$ cat src/rtl/core/psd_pkg.sv
// Types and constants shared by the PGM stream decoder files
package psd_pkg;

    localparam int BYTE_W  = 8;
    localparam int KIND_W  = 3;
    localparam int VALUE_W = 16;
    localparam int ERR_W   = 3;
    localparam int SUM_W   = 40;
    localparam int ACC_W   = 17;

    localparam int MAX_DIM_DEFAULT = 4096;

    localparam logic [ACC_W-1:0]   ACC_SAT    = 17'd65536;
    localparam logic [ACC_W-1:0]   MAXVAL_TOP = 17'd65535;
    localparam logic [ACC_W-1:0]   NARROW_TOP = 17'd255;
    localparam logic [VALUE_W-1:0] ALL_ONES   = 16'hFFFF;

    localparam logic [BYTE_W-1:0] CH_P     = 8'h50;
    localparam logic [BYTE_W-1:0] CH_5     = 8'h35;
    localparam logic [BYTE_W-1:0] CH_2     = 8'h32;
    localparam logic [BYTE_W-1:0] CH_HASH  = 8'h23;
    localparam logic [BYTE_W-1:0] CH_TAB   = 8'h09;
    localparam logic [BYTE_W-1:0] CH_LF    = 8'h0A;
    localparam logic [BYTE_W-1:0] CH_CR    = 8'h0D;
    localparam logic [BYTE_W-1:0] CH_SPACE = 8'h20;
    localparam logic [BYTE_W-1:0] CH_ZERO  = 8'h30;
    localparam logic [BYTE_W-1:0] CH_NINE  = 8'h39;

    typedef enum logic [KIND_W-1:0] {
        KIND_WIDTH  = 3'd0,
        KIND_HEIGHT = 3'd1,
        KIND_MAXVAL = 3'd2,
        KIND_PIXEL  = 3'd3,
        KIND_ERROR  = 3'd4
    } kind_t;

    typedef enum logic [ERR_W-1:0] {
        ERR_MAGIC     = 3'd0,
        ERR_SIZE      = 3'd1,
        ERR_MAXVAL    = 3'd2,
        ERR_TOKEN     = 3'd3,
        ERR_EARLY_END = 3'd4
    } err_t;

    typedef enum logic [7:0] {
        PH_MAGIC0 = 8'b0000_0001,
        PH_MAGIC1 = 8'b0000_0010,
        PH_WIDTH  = 8'b0000_0100,
        PH_HEIGHT = 8'b0000_1000,
        PH_MAXVAL = 8'b0001_0000,
        PH_PIXELS = 8'b0010_0000,
        PH_DONE   = 8'b0100_0000,
        PH_ERROR  = 8'b1000_0000
    } phase_t;

endpackage

$ cat src/rtl/core/pgm_stream_decoder_core.sv
// A byte's result reaches the outputs through the input register and then the result register.
// Throughput: one byte per cycle while the result is not stalled; the input register and the result register
//   are the only pipeline stages, and a stalled result holds the input stage.
// A byte that yields no result leaves the result register empty.
// Reset (rst_n low, asynchronous) returns the parser to the first magic byte
//   and empties both stages; end_of_stream does the same for the parser.
module pgm_stream_decoder_core #(
    parameter int MAX_DIM = psd_pkg::MAX_DIM_DEFAULT
) (
    input  logic                        clk,
    input  logic                        rst_n,
    input  logic                        byte_valid,
    output logic                        byte_stall,
    input  logic [psd_pkg::BYTE_W-1:0]  data_byte,
    input  logic                        end_of_stream,
    output logic                        result_valid,
    input  logic                        result_stall,
    output logic [psd_pkg::KIND_W-1:0]  kind,
    output logic [psd_pkg::VALUE_W-1:0] value,
    output logic [psd_pkg::ERR_W-1:0]   error_code,
    output logic                        last_pixel,
    output logic [psd_pkg::VALUE_W-1:0] min_value,
    output logic [psd_pkg::VALUE_W-1:0] max_value,
    output logic [psd_pkg::SUM_W-1:0]   pixel_sum
);
    import psd_pkg::*;

    localparam int DIM_W  = $clog2(MAX_DIM + 1);
    localparam int LEFT_W = 2 * DIM_W;
    localparam logic [ACC_W-1:0] DIM_TOP = ACC_W'(MAX_DIM);

    // input stage
    logic               s1_valid_reg;
    logic [BYTE_W-1:0]  s1_byte_reg;
    logic               s1_eos_reg;

    // parser state
    phase_t             phase_reg, phase_next;
    logic               ascii_reg, ascii_next;
    logic               comment_reg, comment_next;
    logic               token_reg, token_next;
    logic [ACC_W-1:0]   acc_reg, acc_next;
    logic [DIM_W-1:0]   width_reg, width_next;
    logic [DIM_W-1:0]   height_reg, height_next;
    logic               wide_reg, wide_next;
    logic [LEFT_W-1:0]  left_reg, left_next;
    logic [BYTE_W-1:0]  high_reg, high_next;
    logic               half_reg, half_next;
    logic [VALUE_W-1:0] min_reg, min_next;
    logic [VALUE_W-1:0] max_reg, max_next;
    logic [SUM_W-1:0]   sum_reg, sum_next;

    // result stage
    logic               res_valid_reg;
    kind_t              res_kind_reg, res_kind_next;
    logic [VALUE_W-1:0] res_value_reg, res_value_next;
    err_t               res_err_reg, res_err_next;
    logic               res_last_reg, res_last_next;
    logic [VALUE_W-1:0] res_min_reg, res_min_next;
    logic [VALUE_W-1:0] res_max_reg, res_max_next;
    logic [SUM_W-1:0]   res_sum_reg, res_sum_next;
    logic               res_fire;

    logic               advance;
    logic               accept;
    logic               go;

    logic               is_digit;
    logic               is_space;
    logic [ACC_W+3:0]   acc_mul;
    logic [LEFT_W-1:0]  area;
    logic               tok_fire;
    logic               pix_fire;
    logic [VALUE_W-1:0] pix_val;
    logic               fail_fire;
    err_t               fail_code;
    logic [ACC_W-1:0]   capped;
    logic [VALUE_W-1:0] new_min;
    logic [VALUE_W-1:0] new_max;
    logic [SUM_W-1:0]   new_sum;

    assign advance    = !res_valid_reg || !result_stall;
    assign byte_stall = s1_valid_reg && !advance;
    assign accept     = byte_valid && !byte_stall;
    assign go         = s1_valid_reg && advance;

    assign is_digit = (s1_byte_reg >= CH_ZERO) && (s1_byte_reg <= CH_NINE);
    assign is_space = (s1_byte_reg == CH_SPACE) ||
                      ((s1_byte_reg >= CH_TAB) && (s1_byte_reg <= CH_CR));
    assign acc_mul  = {acc_reg, 3'b000} + {2'b00, acc_reg, 1'b0}
                      + (ACC_W+4)'(s1_byte_reg[3:0]);
    assign area     = LEFT_W'(width_reg) * LEFT_W'(height_reg);
    assign capped   = wide_reg ? ((acc_reg > MAXVAL_TOP) ? MAXVAL_TOP : acc_reg)
                               : ((acc_reg > NARROW_TOP) ? NARROW_TOP : acc_reg);

    always_comb
    begin
        phase_next   = phase_reg;
        ascii_next   = ascii_reg;
        comment_next = comment_reg;
        token_next   = token_reg;
        acc_next     = acc_reg;
        width_next   = width_reg;
        height_next  = height_reg;
        wide_next    = wide_reg;
        left_next    = left_reg;
        high_next    = high_reg;
        half_next    = half_reg;
        min_next     = min_reg;
        max_next     = max_reg;
        sum_next     = sum_reg;

        res_fire       = 1'b0;
        res_kind_next  = KIND_WIDTH;
        res_value_next = '0;
        res_err_next   = ERR_MAGIC;
        res_last_next  = 1'b0;
        res_min_next   = '0;
        res_max_next   = '0;
        res_sum_next   = '0;

        tok_fire  = 1'b0;
        pix_fire  = 1'b0;
        pix_val   = '0;
        fail_fire = 1'b0;
        fail_code = ERR_MAGIC;
        new_min   = min_reg;
        new_max   = max_reg;
        new_sum   = sum_reg;

        // decode the byte
        if (go)
        begin
            if (s1_eos_reg)
            begin
                if (phase_reg == PH_PIXELS && ascii_reg && token_reg &&
                    left_reg == '0 && !comment_reg)
                begin
                    tok_fire = 1'b1;
                end
                else if (phase_reg != PH_DONE && phase_reg != PH_ERROR)
                begin
                    fail_fire = 1'b1;
                    fail_code = ERR_EARLY_END;
                end
            end
            else
            begin
                unique case (phase_reg) inside
                    PH_DONE, PH_ERROR:
                    begin
                    end
                    PH_MAGIC0:
                    begin
                        if (s1_byte_reg != CH_P)
                        begin
                            fail_fire = 1'b1;
                            fail_code = ERR_MAGIC;
                        end
                        else
                        begin
                            phase_next = PH_MAGIC1;
                        end
                    end
                    PH_MAGIC1:
                    begin
                        if (s1_byte_reg == CH_5)
                        begin
                            ascii_next = 1'b0;
                            phase_next = PH_WIDTH;
                        end
                        else if (s1_byte_reg == CH_2)
                        begin
                            ascii_next = 1'b1;
                            phase_next = PH_WIDTH;
                        end
                        else
                        begin
                            fail_fire = 1'b1;
                            fail_code = ERR_MAGIC;
                        end
                    end
                    PH_WIDTH, PH_HEIGHT, PH_MAXVAL, PH_PIXELS:
                    begin
                        if (comment_reg)
                        begin
                            if (s1_byte_reg == CH_LF || s1_byte_reg == CH_CR)
                            begin
                                comment_next = 1'b0;
                            end
                        end
                        else if (phase_reg == PH_PIXELS && !ascii_reg)
                        begin
                            if (!wide_reg)
                            begin
                                pix_fire = 1'b1;
                                pix_val  = VALUE_W'(s1_byte_reg);
                            end
                            else if (!half_reg)
                            begin
                                high_next = s1_byte_reg;
                                half_next = 1'b1;
                            end
                            else
                            begin
                                half_next = 1'b0;
                                pix_fire  = 1'b1;
                                pix_val   = {high_reg, s1_byte_reg};
                            end
                        end
                        else if (is_digit)
                        begin
                            acc_next   = (acc_mul > (ACC_W+4)'(ACC_SAT)) ? ACC_SAT
                                                                         : acc_mul[ACC_W-1:0];
                            token_next = 1'b1;
                        end
                        else if (is_space)
                        begin
                            tok_fire = token_reg;
                        end
                        else if (s1_byte_reg == CH_HASH)
                        begin
                            comment_next = 1'b1;
                            tok_fire     = token_reg;
                        end
                        else
                        begin
                            fail_fire = 1'b1;
                            fail_code = ERR_TOKEN;
                        end
                    end
                    default:
                    begin
                    end
                endcase
            end
        end

        // close a decimal token
        if (tok_fire)
        begin
            token_next = 1'b0;
            acc_next   = '0;
            if (phase_reg == PH_WIDTH || phase_reg == PH_HEIGHT)
            begin
                if (acc_reg == '0 || acc_reg > DIM_TOP)
                begin
                    fail_fire = 1'b1;
                    fail_code = ERR_SIZE;
                end
                else if (phase_reg == PH_WIDTH)
                begin
                    width_next     = acc_reg[DIM_W-1:0];
                    phase_next     = PH_HEIGHT;
                    res_fire       = 1'b1;
                    res_kind_next  = KIND_WIDTH;
                    res_value_next = acc_reg[VALUE_W-1:0];
                end
                else
                begin
                    height_next    = acc_reg[DIM_W-1:0];
                    phase_next     = PH_MAXVAL;
                    res_fire       = 1'b1;
                    res_kind_next  = KIND_HEIGHT;
                    res_value_next = acc_reg[VALUE_W-1:0];
                end
            end
            else if (phase_reg == PH_MAXVAL)
            begin
                if (acc_reg == '0 || acc_reg > MAXVAL_TOP)
                begin
                    fail_fire = 1'b1;
                    fail_code = ERR_MAXVAL;
                end
                else
                begin
                    wide_next      = acc_reg > NARROW_TOP;
                    left_next      = area - LEFT_W'(1);
                    phase_next     = PH_PIXELS;
                    res_fire       = 1'b1;
                    res_kind_next  = KIND_MAXVAL;
                    res_value_next = acc_reg[VALUE_W-1:0];
                end
            end
            else
            begin
                pix_fire = 1'b1;
                pix_val  = capped[VALUE_W-1:0];
            end
        end

        // fold a sample into the statistics
        if (pix_fire)
        begin
            new_min  = (pix_val < min_reg) ? pix_val : min_reg;
            new_max  = (pix_val > max_reg) ? pix_val : max_reg;
            new_sum  = sum_reg + SUM_W'(pix_val);
            min_next = new_min;
            max_next = new_max;
            sum_next = new_sum;
            res_fire       = 1'b1;
            res_kind_next  = KIND_PIXEL;
            res_value_next = pix_val;
            if (left_reg == '0)
            begin
                phase_next    = PH_DONE;
                res_last_next = 1'b1;
                res_min_next  = new_min;
                res_max_next  = new_max;
                res_sum_next  = new_sum;
            end
            else
            begin
                left_next = left_reg - LEFT_W'(1);
            end
        end

        if (fail_fire)
        begin
            phase_next     = PH_ERROR;
            res_fire       = 1'b1;
            res_kind_next  = KIND_ERROR;
            res_value_next = '0;
            res_err_next   = fail_code;
            res_last_next  = 1'b0;
            res_min_next   = '0;
            res_max_next   = '0;
            res_sum_next   = '0;
        end

        // drop all parser state at end of stream
        if (go && s1_eos_reg)
        begin
            phase_next   = PH_MAGIC0;
            ascii_next   = 1'b0;
            comment_next = 1'b0;
            token_next   = 1'b0;
            acc_next     = '0;
            width_next   = '0;
            height_next  = '0;
            wide_next    = 1'b0;
            left_next    = '0;
            high_next    = '0;
            half_next    = 1'b0;
            min_next     = ALL_ONES;
            max_next     = '0;
            sum_next     = '0;
        end
    end

    always_ff @(posedge clk or negedge rst_n)
    begin
        if (!rst_n)
        begin
            s1_valid_reg  <= 1'b0;
            res_valid_reg <= 1'b0;
            phase_reg     <= PH_MAGIC0;
            ascii_reg     <= 1'b0;
            comment_reg   <= 1'b0;
            token_reg     <= 1'b0;
            acc_reg       <= '0;
            width_reg     <= '0;
            height_reg    <= '0;
            wide_reg      <= 1'b0;
            left_reg      <= '0;
            high_reg      <= '0;
            half_reg      <= 1'b0;
            min_reg       <= ALL_ONES;
            max_reg       <= '0;
            sum_reg       <= '0;
        end
        else
        begin
            if (accept)
            begin
                s1_valid_reg <= 1'b1;
            end
            else if (advance)
            begin
                s1_valid_reg <= 1'b0;
            end
            if (advance)
            begin
                res_valid_reg <= go && res_fire;
            end
            phase_reg   <= phase_next;
            ascii_reg   <= ascii_next;
            comment_reg <= comment_next;
            token_reg   <= token_next;
            acc_reg     <= acc_next;
            width_reg   <= width_next;
            height_reg  <= height_next;
            wide_reg    <= wide_next;
            left_reg    <= left_next;
            high_reg    <= high_next;
            half_reg    <= half_next;
            min_reg     <= min_next;
            max_reg     <= max_next;
            sum_reg     <= sum_next;
        end
    end

    always_ff @(posedge clk)
    begin
        if (accept)
        begin
            s1_byte_reg <= data_byte;
            s1_eos_reg  <= end_of_stream;
        end
        if (go && res_fire)
        begin
            res_kind_reg  <= res_kind_next;
            res_value_reg <= res_value_next;
            res_err_reg   <= res_err_next;
            res_last_reg  <= res_last_next;
            res_min_reg   <= res_min_next;
            res_max_reg   <= res_max_next;
            res_sum_reg   <= res_sum_next;
        end
    end

    assign result_valid = res_valid_reg;
    assign kind         = res_kind_reg;
    assign value        = res_value_reg;
    assign error_code   = res_err_reg;
    assign last_pixel   = res_last_reg;
    assign min_value    = res_min_reg;
    assign max_value    = res_max_reg;
    assign pixel_sum    = res_sum_reg;

endmodule

$ cat config.mk
export PLATFORM = sky130hd
export DESIGN_NAME = pgm_stream_decoder_core
export DESIGN_NICKNAME = d
export VERILOG_FILES = /design/src/rtl/core/psd_pkg.sv /design/src/rtl/core/pgm_stream_decoder_core.sv
export SDC_FILE = /design/constraint.sdc
export NUM_CORES = 1
export LEC_CHECK = 0
export ABC_CLOCK_PERIOD_IN_PS = 6940
export BUFFER_PORTS_ARGS = -buffer_cell sky130_fd_sc_hd__buf_2
export CAP_MARGIN = 25
export CORE_ASPECT_RATIO = 1.1
export CORE_MARGIN = 2
export CORE_UTILIZATION = 40
export CTS_CLUSTER_DIAMETER = 150
export DETAILED_ROUTE_END_ITERATION = 12
export MAX_ROUTING_LAYER = met4
export PLACE_DENSITY_LB_ADDON = 0.25
export SKIP_LAST_GASP = 1
export SLEW_MARGIN = 20
export SYNTH_ARGS = -nofsm -noshare
export SYNTH_HDL_FRONTEND = slang
export SYNTH_SLANG_ARGS = --single-unit
$ cat constraint.sdc
create_clock -name clk -period 6.94 [get_ports clk]
set_clock_uncertainty 0.15 [all_clocks]
set_input_delay 1.041 -clock clk [delete_from_list [all_inputs] [get_ports clk]]
set_output_delay 1.041 -clock clk [all_outputs]
set_load 0.005 [all_outputs]
# Word level (Yosys, flattened, before mapping)

Cells that the tools add are included.

Output and inout bits: 97
Word-level logic and storage cells: 304
Register bits: 268

$lt $le $gt $ge: 10
Reductions and logical operators: 53
Muxes and demuxes: 183
Equality and inequality tests: 25
$mul: 1
Bitwise logic cells: 2
Add/sub/neg operators: 5

Operator list:

| kind                  | number |
|---|---|
| $mux 16               | 25 |
| $mux 26               | 7 |
| $mux 8                | 22 |
| $mux 17               | 9 |
| $mux 13               | 10 |
| $mux 1                | 85 |
| $mux 40               | 2 |
| $sub 26x1->26 const B | 2 |
| $add 40x16->40        | 1 |
| $eq 8x6->1 const B    | 5 |
| $mux 3                | 13 |
| $logic_not 26->1      | 1 |
| $mul 13x13->26        | 1 |
| $eq 8x4->1 const B    | 3 |
| $reduce_bool 2->1     | 11 |
| $add 20x18->21        | 1 |
| $add 21x4->21         | 1 |
| $gt 21x17->1 const B  | 1 |
| $gt 17x13->1 const B  | 1 |
| $gt 17x16->1 const B  | 1 |
| $gt 17x8->1 const B   | 1 |
| $logic_not 17->1      | 1 |
| $gt 16x16->1          | 1 |
| $lt 16x16->1          | 1 |
| other kinds (29)      | 73 |

# Depth between registers and ports, before layout

Gate-level depths: netlist of run 1.

Word-level depth: 16
Gate-level depth with buffers: 21

# Worst setup path after synthesis of run 1

Ideal clock, no wire load.

Kind: flip-flop to flip-flop
Start: reg width_reg[4]
End: reg left_reg[24]
Setup slack: 1.090 ns
Data required time: 6.691 ns
Buffers on the path: 1
Arrival: 5.600 ns
Setup time: 0.099 ns
Period minus slack after synthesis: 5.850 ns
Stages on the path, launching flop included: 22
Cells stage by stage: dfrtp_1 > clkbuf_1 > and2_1 > fa_1 > inv_1 > fa_1 > inv_1 > fa_1 > fa_1 > fa_1 > inv_1 > fa_1 > inv_1 > ha_1 > nand4_1 > o21ai_0 > nor2_1 > a21oi_1 > o21a_1 > a221oi_1 > nor3_1 > a311oi_1

Word-level cells in the longest chain between the ends: 9

Ends and longest elaborated chain:

| element                  | line                           | RTL |
|---|---|---|
| start: declaration       | pgm_stream_decoder_core.sv:43  | `logic [DIM_W-1:0] width_reg, width_next;` |
| start signal: assignment | pgm_stream_decoder_core.sv:391 | `width_reg <= width_next;` |
| $mul 13x13->26 *         | pgm_stream_decoder_core.sv:92  | `assign area = LEFT_W'(width_reg) * LEFT_W'(height_reg);` |
| $sub 26x1->26 *          | pgm_stream_decoder_core.sv:278 | `left_next = area - LEFT_W'(1);` |
| $mux 26 *                | pgm_stream_decoder_core.sv:270 | `if (acc_reg == '0 \|\| acc_reg > MAXVAL_TOP)` |
| $mux 26 *                | pgm_stream_decoder_core.sv:268 | `else if (phase_reg == PH_MAXVAL)` |
| $mux 26 *                | pgm_stream_decoder_core.sv:244 | `if (phase_reg == PH_WIDTH \|\| phase_reg == PH_HEIGHT)` |
| $mux 26 *                | pgm_stream_decoder_core.sv:240 | `if (tok_fire)` |
| $mux 26                  | pgm_stream_decoder_core.sv:304 | `if (left_reg == '0)` |
| $mux 26 *                | pgm_stream_decoder_core.sv:293 | `if (pix_fire)` |
| $mux 26 *                | pgm_stream_decoder_core.sv:332 | `if (go && s1_eos_reg)` |
| via left_next[24]        | pgm_stream_decoder_core.sv:46  | `logic [LEFT_W-1:0] left_reg, left_next;` |
| end signal: assignment   | pgm_stream_decoder_core.sv:394 | `left_reg <= left_next;` |
| end: declaration         | pgm_stream_decoder_core.sv:46  |  |

The timed path passes the listed nets; every way through them passes the cells marked *.
A chain may end at the register's enable or synchronous reset.

# Worst setup path in the final report of run 1

Ends and elaborated chain as after synthesis.

==> results.cfg, run 1 <==
[outcome]
status = completed

[synth]
syn_avg_cell_area_um2 = 9.21
async_reset_ff_share_pct = 61.2
synth.area.top_cells = dfrtp_1 (17%), edfxtp_1 (15%), fa_1 (12%), ha_1 (10%), nand2_1 (5.1%)
yosys.area.top_type_share_pct = 17.3
synthMostInstantiatedCell = nand2_1
yosys.area.top_type = dfrtp_1
yosys-top-cells-count = nand2_1 (290), inv_1 (217), a21oi_1 (170), ha_1 (170), nor2_1 (165)
yosys_most_used_dff = dfrtp_1
synth_nets = 2619
synth_seq_cells = 268
ys_warn_count = 0
synthCells = 2305
yosysSeqAreaShare_pct = 34.1
ys_types = 80
synth_edf_count = 104
synth.cell_area_um2 = 21200

[place]
dp_slack_ns = 0.585
portBuffers = 109
placedCellCount = 3019
dp_hpwl_mm = 42.9
gp_congestion = 0.945

[clock_network]
root_buffer = clkbuf_16
clk_latency_ns = 0.58
cts_buffer_depth = 3
cts-buffers-inserted = 28
postCtsSetupBuffers = 0
cts_max_level = 1
cts_resized = 0
cts_num_sinks = 268
cts_hold_buf = 0
clkTransAtPathRegs_ns = 0.07
cts_tree = yes

[floorplanning]
die_area_um2 = 55000
dieHeight_um = 246
die_w_um = 224
row_count = 88
initial_utilization_pct = 40.5
ioPinCount = 110
core_um2 = 52400

[routing]
vias_per_cell = 5.54
vias = 17025
drc = 0
ant_nets = 0
wl_per_cell_um = 19.2
wl_mm = 58.9
drt_first_pass_iters = 5
drt_iter0_markers = 989

[power_and_ir_drop]
power.leakage_nw = 10.7
p_per_area_nw_per_um2 = 167
ir_drop_uv = 172

[global_routing]
grt_antenna_before_repair = 0
grt_overflow = 0
use_met1_pct = 28.6
grtUsageMet2_pct = 37.4
grt_max_degree = 88
gr-max-usage-layer = met2
grt_use_total_pct = 22.4
grt_pass1_wl_mm = 95.7
grt_pass1_vias = 17552
globalRouteMet3Util_pct = 1.76

[worst_setup_path]
end_kind = flip-flop
crit_type = flip-flop to flip-flop
cpLargestDelayFamily = adder cells
worstPathRequired_ns = 7.27
crit_top_cell = fa_1
critical_path.cell_chain = and2_1, fa_1, inv_1, fa_1, inv_1, fa_1, fa_1, fa_1, inv_1, fa_1, inv_1, ha_1, nand4_1, o21ai_0, nor2_1, a21oi_1, o21a_1, a221oi_1, nor3_1, a311oi_1
worstPathMaxFanout = 14
crit_path_start = width_reg[4]
arrival_ns = 6.72
rr_startpoint = width_reg[4]
critical_path_buf_inv_count = 4
cpPeakStageDelay_ns = 0.57
cp_slowest_cell = dfrtp_1
start_kind = flip-flop

[sta]
rsz0062_at_grt = no
finalSetupViolations = 0
post-route-period-util_pct = 92.0
fin_crit_ns = 6.39
slew_headroom_pct = 31.2
worst_slack_ns = 0.554
drv_slew = 0
hold_violations = 0
max_freq_mhz = 157
tightest_slew_ns = 1.03
setup_tns_ns = 0

[final_layout]
final_cells = 3072
final_nets = 2689
diodes = 0
drive_above_1_share_pct = 11.2
syn2layout_area_growth_pct = 11.2

[hold_path]
hold_path_class = input port to async pin

[run]
maxCapViolCount = 0
[power breakdown]
group	switching [mW]	internal, mW	leakage, nW
Combinational	0.249	0.116	6.94
Clock	0.679	1.04	0.502
Sequential	0.0611	1.80	3.24
Total	0.990	2.96	10.7
[metrics by stage]
stage                     utilization (%)  cell area [um^2]  hold WS [ns]  power, mW
after global routing                 45.0             23600         0.311       4.09
after floorplan                         -             21200         0.321       2.05
final                                45.0             23600         0.288       3.95
after global placement               43.0             22500         0.344       2.25
after CTS                            45.0             23600         0.277       3.98
after detailed placement             43.0             22500         0.352       2.25
[metal layers]
metal | share of wire [%] | wire (um)
met1 | 45 | 26300
met2 | 48 | 28500
met3 | 3.2 | 1910
met4 | 3.7 | 2200
met5 | 0 | 0
[layout by cell type, fill, tap and decap left out, drive strengths merged, types with 13 or more instances in the layout]
cell    count
nand2     290
inv       217
ha        170
a21oi     170
nor2      165
buf       153
dfrtp     147
fa        131
o21ai     106
edfxtp    104
and2       81
nor3       77
xnor2      50
nand3      46
a21o       45
xor2       40
nor4       35
a31oi      32
clkbuf     32
nand4      22
nand2b     19
nor2b      18
mux2i      17
dfstp      17
or3        16
a211oi     16
o21a       14
and3       13
a32o       13
[logic make-up (layout without fill, tap and decap cells)]
group / after synthesis / count (layout) / synth area share, %
fa+ha+maj: 301 / 301 / 22.4
compound gates: 476 / 476 / 14.0
buf+inv: 330 / 422 / 6.07
xor+xnor: 90 / 90 / 3.71
flops: 268 / 268 / 34.1
simple gates: 822 / 822 / 18.8
mux: 18 / 18 / 0.854
[cell type report]
type                    instances  area, um^2
clock buffers                  32         758
clock inverters                20         287
fillers                      5075       28800
inverters                     217         815
multi-input cells            1707       12800
flip-flops and latches        268        7250
well taps                     675         845
repair buffers                153         902
[path summary, 6_finish.rpt]
path	slack, ns	cells past startpoint	end
max	0.55	20	left_reg[24]
min	0.29	1	sum_reg[20]
max reg2reg	0.55	20	left_reg[24]
min reg2reg	0.36	2	sum_reg[12]
max in group asynchronous	5.08	2	height_reg[10]
min in group clk	0.36	2	sum_reg[12]
Power figures use the tool's default switching activity.
==> inputs of run 2 (changes only) <==
--- a/config.mk
+++ b/config.mk
@@ -10,7 +10,7 @@
 export CAP_MARGIN = 25
 export CORE_ASPECT_RATIO = 1.1
 export CORE_MARGIN = 2
-export CORE_UTILIZATION = 40
+export CORE_UTILIZATION = 63
 export CTS_CLUSTER_DIAMETER = 150
 export DETAILED_ROUTE_END_ITERATION = 12
 export MAX_ROUTING_LAYER = met4
==> results.cfg, run 2 (synthesized netlist as in run 1, its figures left out) <==
[routing]
wl_mm = 57.1
drc = 0
drt_first_pass_iters = 5
ant_nets = 0
drt_iter0_markers = 1363
vias_per_cell = 6.19
vias = 17514
wl_per_cell_um = 20.2

[global_routing]
grt_max_degree = 97
grt_antenna_before_repair = 0
grt_pass1_wl_mm = 92.3
grt_pass1_vias = 17669
grt_overflow = 0
grt_use_total_pct = 34.4

[sta]
fin_crit_ns = 6.33
setup_tns_ns = 0
rsz0062_at_grt = no
post-route-period-util_pct = 91.2
tightest_slew_ns = 1.00
hold_violations = 0
max_freq_mhz = 158
finalSetupViolations = 0
drv_slew = 0
slew_headroom_pct = 33.2

[clock_network]
cts_hold_buf = 0
cts_num_sinks = 268
cts_resized = 0
cts_max_level = 1
cts-buffers-inserted = 27
cts_buffer_depth = 3
clkTransAtPathRegs_ns = 0.08
root_buffer = clkbuf_16
clk_latency_ns = 0.56
cts_tree = yes
postCtsSetupBuffers = 0

[worst_setup_path]
critical_path_buf_inv_count = 4
r2r_end = left_reg[24]
end_kind = flip-flop
cp_slowest_cell = fa_1
rr_startpoint = height_reg[4]
worstPathRequired_ns = 7.26
cpLargestDelayFamily = adder cells
arrival_ns = 6.65
worstPathMaxFanout = 14
cpPeakStageDelay_ns = 0.56
crit_top_cell = fa_1
rrSetupSlack_ns = 0.61
reg2regPathDepth = 20
start_kind = flip-flop
crit_type = flip-flop to flip-flop
critical_path.cell_chain = and2_1, fa_1, inv_1, fa_1, inv_1, fa_1, fa_1, fa_1, inv_1, fa_1, inv_1, ha_1, nand4_1, o21ai_0, nor2_1, a21oi_1, o21a_1, a221oi_1, nor3_1, a311oi_1

[final_layout]
layout_common_cells = nand2_1 (289), inv_1 (217), ha_1 (170)
final_common_cell = nand2_1
final_nets = 2690
drive_above_1_share_pct = 11.0
syn2layout_area_growth_pct = 9.08
final_core_utilization_pct = 69.8
diodes = 0

[hold_path]
hold_path_class = flip-flop to flip-flop
whs_endpoint = sum_reg[12]
holdCritStartpoint = sum_reg[12]
whs_path_depth = 2

[outcome]
status = completed

[run]
maxCapViolCount = 0

[power_and_ir_drop]
ir_drop_uv = 197
p_per_area_nw_per_um2 = 161
finalPower_mw = 3.73
power.leakage_nw = 10.6

[floorplanning]
row_count = 70
core_um2 = 33200
die_area_um2 = 35200
dieHeight_um = 197
initial_utilization_pct = 64.0
die_w_um = 179
ioPinCount = 110

[place]
gp_congestion = 0.996
portBuffers = 109
dp_hpwl_mm = 41.1
## run 2: changes by cell type in the layout (fill, tap and decap cells not counted), sizes merged
cell / before / now
bufinv: 7 / 4
buf: 153 / 155
clkbuf: 32 / 31
clkinv: 9 / 11
clkinvlp: 4 / 3
## run 2: cell type report
class | instances | area (um^2)
Multi-Input combinational cell | 1707 | 12700
Clock inverter | 18 | 198
Fill cell | 2573 | 10000
Inverter | 217 | 815
Clock buffer | 31 | 701
Tap cell | 432 | 541
Sequential cell | 268 | 7250
Timing Repair Buffer | 155 | 917
## run 2: how the worst max path moves through the flow
stage	end	start	cells past startpoint	slack, ns
after global placement	left_reg[24]	height_reg[4]	20	0.75
after CTS	left_reg[24]	height_reg[4]	20	0.59
after global routing	left_reg[24]	height_reg[4]	20	0.20
final	left_reg[24]	height_reg[4]	20	0.61
after floorplan	left_reg[24]	width_reg[4]	21	1.09
after detailed placement	left_reg[24]	height_reg[4]	20	0.59
## run 2: worst min-delay path, delay by kind of cell, from the launching register on
kind | cells | cell delay [ns]
flip-flops | 1 | 0.35
AO/OA/AOI/OAI | 1 | 0.06
AND/OR/NAND/NOR | 1 | 0.06
## run 2: per-stage QoR
step	std cells	hold slack, ns	setup WS, ns	cell area [um^2]
6_report	2828	0.361	0.610	23200
2_1_floorplan	2305	0.321	1.09	21200
3_5_place_dp	2777	0.354	0.589	22200
5_1_grt	2828	0.384	0.202	23200
4_1_cts	2826	0.368	0.594	23100
3_3_place_gp	2776	0.342	0.752	22200
## run 2: where the power goes
group          internal (mW)  leakage, nW  switching [mW]
Sequential              1.80         3.24          0.0615
Clock                  0.872        0.437           0.643
Combinational          0.113         6.97           0.245
Total                   2.78         10.6           0.950
## run 2: per-layer routing
layer / vias to the layer above / share of wire [%] / global-route usage [%]
li1: 8076 / - / -
met3: 181 / 6.4 / 4.38
met5: - / 0 / -
met2: 703 / 50 / 56.5
met4: 0 / 5.0 / 15.5
met1: 8554 / 39 / 42.6
==> inputs of run 3 (changes only) <==
--- a/config.mk
+++ b/config.mk
@@ -6,13 +6,14 @@
 export NUM_CORES = 1
 export LEC_CHECK = 0
 export ABC_CLOCK_PERIOD_IN_PS = 6940
-export BUFFER_PORTS_ARGS = -buffer_cell sky130_fd_sc_hd__buf_2
+export BUFFER_PORTS_ARGS = -buffer_cell sky130_fd_sc_hd__buf_4
 export CAP_MARGIN = 25
 export CORE_ASPECT_RATIO = 1.1
 export CORE_MARGIN = 2
 export CORE_UTILIZATION = 63
 export CTS_CLUSTER_DIAMETER = 150
 export DETAILED_ROUTE_END_ITERATION = 12
+export GPL_TIMING_DRIVEN = 0
 export MAX_ROUTING_LAYER = met4
 export PLACE_DENSITY_LB_ADDON = 0.25
 export SKIP_LAST_GASP = 1
==> results.cfg, run 3 (synthesized netlist as in run 1, its figures left out) <==
[floorplanning]
row_count = 70
dieHeight_um = 197
initial_utilization_pct = 64.0
die_w_um = 179
ioPinCount = 110
die_area_um2 = 35200
core_um2 = 33200

[global_routing]
grt_use_total_pct = 36.4
grt_overflow = 0
grt_max_degree = 95
grt_pass1_wl_mm = 97.2
grt_antenna_before_repair = 0
grt_pass1_vias = 18554

[final_layout]
final_nets = 2762
final_area_um2 = 23700
final_common_cell = nand2_1
syn2layout_area_growth_pct = 11.8
layout_common_cells = nand2_1 (288), inv_1 (217), a21oi_1 (170), ha_1 (170), nor2_1 (165)
num-fill-cells = 2484
final_core_utilization_pct = 71.5
drive_above_1_share_pct = 10.5
diodes = 0

[worst_setup_path]
critical_path.cell_chain = clkbuf_1, nand2_1, fa_1, fa_1, inv_1, fa_1, fa_1, fa_1, inv_1, fa_1, inv_1, ha_1, o21a_1, o211ai_1, a41oi_1, o21ai_0, o21ai_0, xor2_1, nand2_1, a31oi_1
worstPathRequired_ns = 7.27
rrSetupSlack_ns = 0.29
end_kind = flip-flop
start_kind = flip-flop
reg2regPathDepth = 20
rr_startpoint = height_reg[6]
r2r_end = left_reg[21]
cp_slowest_cell = fa_1
arrival_ns = 6.98
crit_top_cell = fa_1
worstPathMaxFanout = 10
crit_type = flip-flop to flip-flop
cpPeakStageDelay_ns = 0.57

[routing]
drt_first_pass_iters = 6
vias = 18184
wl_mm = 60.5
ant_nets = 0
drt_iter0_markers = 1557
drc = 0
wl_per_cell_um = 20.9
vias_per_cell = 6.27

[clock_network]
clkTransAtPathRegs_ns = 0.07
root_buffer = clkbuf_16
postCtsSetupBuffers = 0
cts-buffers-inserted = 27
cts_tree = yes
cts_num_sinks = 268
clk_latency_ns = 0.57
cts_buffer_depth = 3
cts_max_level = 1

[place]
gp_congestion = 0.971
dp_slack_ns = -0.505
dpl_cell_area_um2 = 22700
dp_hpwl_mm = 45.0
portBuffers = 109

[sta]
hold_violations = 0
slew_headroom_pct = 22.6
setup_tns_ns = 0
drv_slew = 0
rsz0062_at_grt = no
fin_crit_ns = 6.65
max_freq_mhz = 150
tightest_slew_ns = 1.15
post-route-period-util_pct = 95.8
finalSetupViolations = 0
worst_slack_ns = 0.289

[power_and_ir_drop]
p_per_area_nw_per_um2 = 164
power.leakage_nw = 10.8
finalPower_mw = 3.89
ir_drop_uv = 242

[outcome]
status = completed

[run]
maxCapViolCount = 0

[hold_path]
hold_path_class = input port to async pin
run 3: critical path: cells and delay by family, from the launching register on:
family | cells | cell delay, ns
XOR/XNOR | 1 | 0.22
buffers and inverters | 4 | 0.60
AO/OA/AOI/OAI | 6 | 1.35
flip-flops | 1 | 0.52
adder cells (fa/ha/maj) | 7 | 3.47
AND/OR/NAND/NOR | 2 | 0.25
run 3: per-stage QoR:
step | hold WS (ns) | instances
after global routing | 0.330 | 2900
after global placement | 0.343 | 2846
final | 0.283 | 2900
after detailed placement | 0.347 | 2849
after floorplan | 0.321 | 2305
after CTS | 0.301 | 2898
run 3: report_power, final:
part	switching [mW]	total, mW	internal (mW)	leakage [nW]
combinational	0.265	0.437	0.171	7.09
clock	0.650	1.60	0.953	0.479
sequential	0.0564	1.85	1.79	3.24
total	0.972	3.89	2.92	10.8
run 3: per-layer routing:
layer | up-vias | wire length, um | global-route usage, %
li1 | 8249 | - | -
met1 | 8845 | 23200 | 44.1
met2 | 863 | 29300 | 58.7
met3 | 227 | 4270 | 4.73
met4 | 0 | 3780 | 20.4
met5 | - | 0 | -
run 3: worst max-delay path by stage:
stage / start / end / slack (ns) / cells after the start
CTS: phase_reg[4] / pixel_sum[31] / 0.05 / 17
floorplan: width_reg[4] / left_reg[24] / 1.09 / 21
finish: height_reg[6] / left_reg[21] / 0.29 / 20
global route: height_reg[3] / left_reg[24] / 0.03 / 21
global placement: result_stall / pixel_sum[33] / -0.55 / 16
detailed placement: result_stall / pixel_sum[33] / -0.50 / 16
run 3: area by class of cell:
class	count	area (um^2)	share of cell area, %
Buffer	113	485	2.05
Clock buffer	38	798	3.36
Clock inverter	11	171	0.722
Inverter	217	815	3.43
Multi-Input combinational cell	1707	12800	53.8
Sequential cell	268	7250	30.5
Tap cell	432	541	2.28
Timing Repair Buffer	114	903	3.81
run 3: what timing repair did:
item	4_1_cts	5_1_grt
gates cloned	0	0
resized for setup	3	28
endpoints found under the hold margin	0	0
hold buffers	0	0
endpoints found under the setup margin	17	23
